<file path="src/rtl/cfir_pkg.sv">
// ----------------------------------------------------------------------------
// cfir_pkg
// Shared types and constants for the causal FIR filter: item layouts, codes
// for the item mode and configuration registers, and the control group that
// drives every tap cell.
// ----------------------------------------------------------------------------
package cfir_pkg;

  localparam int SAMPLE_WIDTH = 16;
  localparam int COEF_WIDTH   = 16;
  localparam int DEF_MAX_TAPS = 32;

  localparam int PROD_W    = SAMPLE_WIDTH + COEF_WIDTH;
  localparam int CONTRIB_W = PROD_W + 1;

  localparam int TAP_CNT_W = 6;
  localparam int CFG_IDX_W = 1;
  localparam int CFG_DAT_W = 6;

  // Item mode codes.
  localparam logic MODE_LOAD   = 1'b0;
  localparam logic MODE_FILTER = 1'b1;

  // Configuration register indexes.
  localparam logic [CFG_IDX_W-1:0] CFG_TAP_COUNT    = 1'b0;
  localparam logic [CFG_IDX_W-1:0] CFG_COMPLEX_MODE = 1'b1;

  typedef struct packed {
    logic                           mode;
    logic [4:0]                     coef_index;
    logic signed [COEF_WIDTH-1:0]   coef_re;
    logic signed [COEF_WIDTH-1:0]   coef_im;
    logic signed [SAMPLE_WIDTH-1:0] sample_re;
    logic signed [SAMPLE_WIDTH-1:0] sample_im;
    logic                           vector_start;
  } in_item_t;

  typedef struct packed {
    logic signed [SAMPLE_WIDTH-1:0] out_re;
    logic signed [SAMPLE_WIDTH-1:0] out_im;
    logic                           saturated;
  } out_item_t;

  // Control group broadcast to the cells.
  typedef struct packed {
    logic shift;   // a sample enters the delay line
    logic clear;   // history before the new sample is dropped
    logic cmode;   // complex multiply-accumulate
  } cell_ctrl_t;

endpackage

</file>
<file path="src/rtl/cfir_cell.sv">
// ----------------------------------------------------------------------------
// cfir_cell
// One tap of the filter: holds its history sample and coefficient, forms the
// registered products and adds its contribution to the partial sum that
// walks along the chain.
// ----------------------------------------------------------------------------
module cfir_cell
  import cfir_pkg::*;
#(
  parameter int ACC_W = 40
) (
  input  logic                           clk,
  input  logic                           rst_n,
  input  cell_ctrl_t                     ctrl,
  input  logic                           active,
  input  logic                           tap_we,
  input  logic signed [COEF_WIDTH-1:0]   tap_re_in,
  input  logic signed [COEF_WIDTH-1:0]   tap_im_in,
  input  logic signed [SAMPLE_WIDTH-1:0] hist_re_in,
  input  logic signed [SAMPLE_WIDTH-1:0] hist_im_in,
  output logic signed [SAMPLE_WIDTH-1:0] hist_re_out,
  output logic signed [SAMPLE_WIDTH-1:0] hist_im_out,
  input  logic signed [ACC_W-1:0]        sum_re_in,
  input  logic signed [ACC_W-1:0]        sum_im_in,
  output logic signed [ACC_W-1:0]        sum_re_out,
  output logic signed [ACC_W-1:0]        sum_im_out
);

  logic signed [SAMPLE_WIDTH-1:0] hist_re_r, hist_im_r;
  logic signed [COEF_WIDTH-1:0]   tap_re_r, tap_im_r;
  logic signed [PROD_W-1:0]       rr_r, ii_r, ri_r, ir_r;
  logic signed [CONTRIB_W-1:0]    contrib_re_r, contrib_im_r;
  logic signed [ACC_W-1:0]        sum_re_r, sum_im_r;

  always_ff @(posedge clk) begin
    if (!rst_n) begin
      hist_re_r <= '0;
      hist_im_r <= '0;
      tap_re_r  <= '0;
      tap_im_r  <= '0;
    end else begin
      if (ctrl.shift) begin
        hist_re_r <= ctrl.clear ? '0 : hist_re_in;
        hist_im_r <= ctrl.clear ? '0 : hist_im_in;
      end
      if (tap_we) begin
        tap_re_r <= tap_re_in;
        tap_im_r <= tap_im_in;
      end
    end
  end

  // Products, contribution and partial sum run freely; the controller waits
  // until the chain has settled after the last change of history or taps.
  always_ff @(posedge clk) begin
    rr_r <= tap_re_r * hist_re_r;
    ii_r <= tap_im_r * hist_im_r;
    ri_r <= tap_re_r * hist_im_r;
    ir_r <= tap_im_r * hist_re_r;
    if (ctrl.cmode) begin
      contrib_re_r <= CONTRIB_W'(rr_r) - CONTRIB_W'(ii_r);
      contrib_im_r <= CONTRIB_W'(ri_r) + CONTRIB_W'(ir_r);
    end else begin
      contrib_re_r <= CONTRIB_W'(rr_r);
      contrib_im_r <= '0;
    end
    sum_re_r <= sum_re_in + (active ? ACC_W'(contrib_re_r) : '0);
    sum_im_r <= sum_im_in + (active ? ACC_W'(contrib_im_r) : '0);
  end

  assign hist_re_out = hist_re_r;
  assign hist_im_out = hist_im_r;
  assign sum_re_out  = sum_re_r;
  assign sum_im_out  = sum_im_r;

endmodule

</file>
<file path="config.mk">
export PLATFORM = sky130hd
export DESIGN_NAME = cfir_cell
export DESIGN_NICKNAME = d
export VERILOG_FILES = /design/src/rtl/cfir_pkg.sv /design/src/rtl/cfir_cell.sv
export SDC_FILE = /design/constraint.sdc
export NUM_CORES = 2
export LEC_CHECK = 0
export ABC_AREA = 1
export BUFFER_PORTS_ARGS = -buffer_cell sky130_fd_sc_hd__buf_2
export CAP_MARGIN = 10
export CORE_ASPECT_RATIO = 0.75
export CORE_MARGIN = 5
export CORE_UTILIZATION = 40
export CTS_CLUSTER_DIAMETER = 100
export DETAILED_ROUTE_END_ITERATION = 6
export PLACE_DENSITY = 0.61
export SLEW_MARGIN = 20
export SYNTH_ARGS = -nofsm -noshare
export SYNTH_HDL_FRONTEND = slang
export SYNTH_SLANG_ARGS = --single-unit
</file>
<file path="constraint.sdc">
create_clock -name clk -period 6.1 [get_ports clk]
set_input_delay 0.61 -clock clk [delete_from_list [all_inputs] [get_ports clk]]
set_output_delay 0.61 -clock clk [all_outputs]
set_load 0.02 [all_outputs]
</file>
Yosys cells after proc, flatten, opt, wreduce, memory -nomap -nowiden

Index checks and enable logic that the tools add are counted.

Flip-flop bits (word level): 338
Bits in writable memories: 0
Bits in latches: 0
Bits of input ports: 151
Bits in read-only memories: 0
Memories kept: 0

Divide/modulo/power cells: 0
Shifts and indexed selects: 0
Muxes and demuxes: 5
Bitwise logic cells: 0
$mul: 4
Equality and inequality tests: 0
$lt $le $gt $ge: 0
Reductions and logical operators: 0
Add/subtract/negate cells: 4

Operators with widths:

| kind                                           | count |
|---|---|
| 16-bit by 16-bit multiplier with 32-bit output | 4 |
| 40-bit adder                                   | 2 |
| 40-bit 2-to-1 mux                              | 2 |
| 32-bit by 32-bit adder with 33-bit output      | 1 |
| 33-bit 2-to-1 mux                              | 1 |
| 32-bit by 32-bit subtractor with 33-bit output | 1 |
| 16-bit 2-to-1 mux                              | 2 |

Longest topological paths before layout

Depth after elaboration: 2
Mapped depth: 27

Least setup slack after synthesis

OpenSTA, ideal clock, no wires.

Path kind: flip-flop to flip-flop
Start: register hist_re_r[3] (netlist: hist_re_out[3])
End: register ir_r[27]
Required time: 5987 ps
Path buffers: 2
Arrival: 5513 ps
Clock period less this slack: 5626 ps
Stages on the path, launching flop included: 21
Path slack: 474 ps
Cell sequence: dfxtp_1 > clkbuf_1 > clkbuf_1 > nand2_1 > inv_1 > fa_1 > fa_1 > fa_1 > fa_1 > fa_1 > inv_1 > fa_1 > inv_1 > ha_1 > nand2_1 > nor2_1 > inv_1 > nor3_1 > nand3_1 > nand4_1 > nand2_1

Word-level cells in the longest chain between the ends: 1

RTL lines:

| item                                           | RTL line        | RTL |
|---|---|---|
| start, declared                                | cfir_cell.sv:29 | `logic signed [SAMPLE_WIDTH-1:0] hist_re_r, hist_im_r;` |
| start signal, assigned                         | cfir_cell.sv:43 | `hist_re_r <= ctrl.clear ? '0 : hist_re_in;` |
| 16-bit by 16-bit multiplier with 32-bit output | cfir_cell.sv:59 | `ir_r <= tap_im_r * hist_re_r;` |
| end signal, assigned                           | cfir_cell.sv:59 |  |
| end, declared                                  | cfir_cell.sv:31 | `logic signed [PROD_W-1:0] rr_r, ii_r, ri_r, ir_r;` |

No other way between the ends.
A chain may end at the register's enable or synchronous reset.

Final worst setup path

Start: register hist_re_r[2] (netlist: hist_re_out[2])
End: register ir_r[28]

Same word-level chain as after synthesis.

==> reports/results.ini <==
[outcome]
status = completed

[finish]
fin_util_pct = 44.3
mostFrequentLayoutCells = 2371 x nand2_1, 2224 x inv_1, 1052 x fa_1, 490 x nor2_1, 470 x ha_1
areaGrowthSynthToFinish_pct = 10.2
multi_input_area_mm2 = 0.0449
nFillCells = 15600
nets = 10300
drive_above_1_share_pct = 6.69
seq_area_mm2 = 0.00677
fin_cells = 10700
mostFrequentLayoutCell = nand2_1
design_area_mm2 = 0.0674

[timing]
fin_skew_ns = 0.0275
hold_ws_ns = 0.200
worstMarginPinSlew_ns = 0.835
grt_setup_unrepaired = false
fin_crit_ns = 5.80
max_freq_mhz = 172
tns_ns = 0
finalSetupViolCount = 0
hold_viol = 0
drv_slew = 0
setup_slack_ns = 0.299
relSlewSlack_pct = 44.3
period_share_pct = 95.1

[hold_path]
min_path_type = input pin to register
min_path_cells = 3

[worst_setup_path]
endpoint_kind = register
crit_required_ns = 6.61
crit_fanout = 7
crit_path_start_kind = register
cp_data_arrival_time_ns = 6.31
path_class = register to register
rr_worst_depth = 17

[logic_synthesis]
ys_seq_elements = 338
ys_seq_area_share_pct = 11.1
async_flop_share_pct = 0
synthCells = 8456
synthFlopType = dfxtp_1
syn_avg_cell_area_um2 = 7.23
syn_area_mm2 = 0.0611
ys_warn_count = 0
synth_edf_count = 0
synth_fp_nets = 10100
ys_types = 46

[placed_design]
placedInstanceArea_mm2 = 0.0659
pre_cts_ws_ns = 0.0121
port_buffers = 262
finalWeightedCongestion = 0.967
placed_cells = 10600
dpl.hpwl_mm = 168

[clock_network]
clockBufferDepth = 3
root_buffer = clkbuf_16
cts_sinks = 338
clk_pin_slew_ns = 0.06
cts_max_level = 2
clk_latency_ns = 0.64
hold_buffers = 0
cts_buffers = 44
cts_tree = yes

[die]
die_h_um = 349
die_w_um = 461
ios = 263
num_rows = 124
initial_utilization_pct = 40.2
dieArea_mm2 = 0.161
core_area_mm2 = 0.152

[job]
maxCapViolations = 0

[detailed_routing]
wl_met3_mm = 15.0
drt_iter0_drc = 4299
highest_layer = met5
drt-wirelength-per-cell_um = 18.6
postRouteAntennaNets = 0
drt-pass1-iter-count = 6
vias_per_cell = 4.93
wl_met1_mm = 91.7
vias = 52800
wl_mm = 199
wl_met2_mm = 84.5
drc = 0

[power_and_ir_drop]
p_clk_share_pct = 21.3
p_per_area_mw_per_mm2 = 195
power_switching_share_pct = 48.0
p_sw_mw = 6.29
p_int_mw = 6.82
cellLeakagePower_nw = 40.8
power_mw = 13.1
pwr-share-seq_pct = 24.4
peakVddDrop_mv = 0.216
p_comb_share_pct = 54.2

[global_route]
grt_pass1_vias = 55000
grt-ovfl-total = 0
grtUsageTotal_pct = 25.3
antenna_found_initial = 3
grt_pass1_wl_mm = 317
grt_max_degree = 46

-- cells by family (layout without fill, tap and decap cells) --
| family | after synthesis | count (layout) | share of synthesized area (%) |
|---|---|---|---|
| XOR/XNOR | 167 | 167 | 2.39 |
| AND/OR/NAND/NOR | 3308 | 3308 | 21.6 |
| AO/OA/AOI/OAI | 610 | 610 | 5.43 |
| adder cells (fa/ha/maj) | 1522 | 1522 | 44.1 |
| flip-flops | 338 | 338 | 11.1 |
| buffers and inverters | 2511 | 2757 | 15.4 |
| other | 0 | 1 | 0 |
-- layer usage --
metal  track usage, %  vias up
met3             3.77      280
met4             8.20        4
met1             36.7    25600
li1                 -    25000
met2             38.7     1895
met5                0        -
-- what timing repair did --
action / CTS / global route
buffers inserted: 0 / 0
endpoints found under the setup margin: 1 / 30
gates resized for setup: 1 / 9
hold endpoints to repair: 0 / 0
-- power groups by stage --
stage | logic, mW | clock network (mW) | registers [mW]
after floorplan | 4.42 | 0 | 3.35
after global placement | 7.02 | 0 | 3.25
after detailed placement | 7.05 | 0 | 3.26
after CTS | 7.09 | 2.89 | 3.22
after global routing | 7.97 | 2.97 | 3.26
final | 7.11 | 2.80 | 3.20
-- cell usage after synthesis (2+ instances only) --
cell type	number	area, um2
buf_1	8	30.0
nor2_1	490	1840
o21a_1	21	158
clkbuf_1	274	1030
nand4_1	65	407
a21boi_0	11	82.6
or2_2	9	56.3
nand2b_1	2	12.5
nand3_2	4	40.0
a21boi_1	3	22.5
ha_1	470	5880
nor2_4	3	33.8
nor4_1	2	12.5
and2_1	5	31.3
dfxtp_1	338	6770
nor3_2	4	40.0
nand3_1	280	1400
a21o_1	23	173
nand3b_1	15	113
nand2_1	2371	8900
a31oi_1	8	50.1
o21bai_2	3	33.8
inv_1	2225	8350
a21oi_2	3	26.3
xnor2_1	50	438
o21ai_0	188	941
or2_1	4	25.0
fa_1	1052	21100
xor2_1	117	1020
nand2_2	16	100
a21oi_1	320	1600
o21ai_1	4	20.0
nor2_2	2	12.5
o21bai_1	23	173
nor3_1	30	150
and3_1	3	18.8
-- cell type report --
cell class                      instances  area share (%)
Inverter                             2227            12.4
Multi-Input combinational cell       5607            66.7
Sequential cell                       338            10.1
Tap cell                             2016            3.74
Antenna cell                            1         0.00371
Timing Repair Buffer                  450            4.86
Clock inverter                         25           0.451
Clock buffer                           55            1.80
-- flip-flops by register name, summed over array words and instances (netlist names) --
register      count
ri_r             32
contrib_im_r     33
rr_r             32
sum_re_out       40
contrib_re_r     33
hist_im_out      16
ii_r             32
hist_re_out      16
sum_im_out       40
ir_r             32
tap_re_r         16
tap_im_r         16
-- critical path, cell delays in order (launching register included) --
cell,delay (ns)
dfxtp_2,0.57
nand2_1,0.16
inv_1,0.11
fa_1,0.50
fa_1,0.81
buf_4,0.22
fa_1,0.44
fa_1,0.56
fa_1,0.43
fa_1,0.46
ha_1,0.44
nand2_1,0.11
nor2_1,0.26
nand2_1,0.10
inv_1,0.08
o21ai_0,0.19
nand4_1,0.16
nand2_1,0.07
-- final timing paths --
kind	endpoint	slack, ns	startpoint
max	ir_r[28]$_DFF_P_	0.30	hist_re_out[2]$_SDFFE_PN0P_
min	tap_re_r[5]$_SDFFE_PN0P_	0.20	tap_re_in[5]
max reg2reg	ir_r[28]$_DFF_P_	0.30	hist_re_out[2]$_SDFFE_PN0P_
min reg2reg	contrib_re_r[0]$_DFF_P_	0.46	rr_r[0]$_DFF_P_
Power figures use the tool's default switching activity.
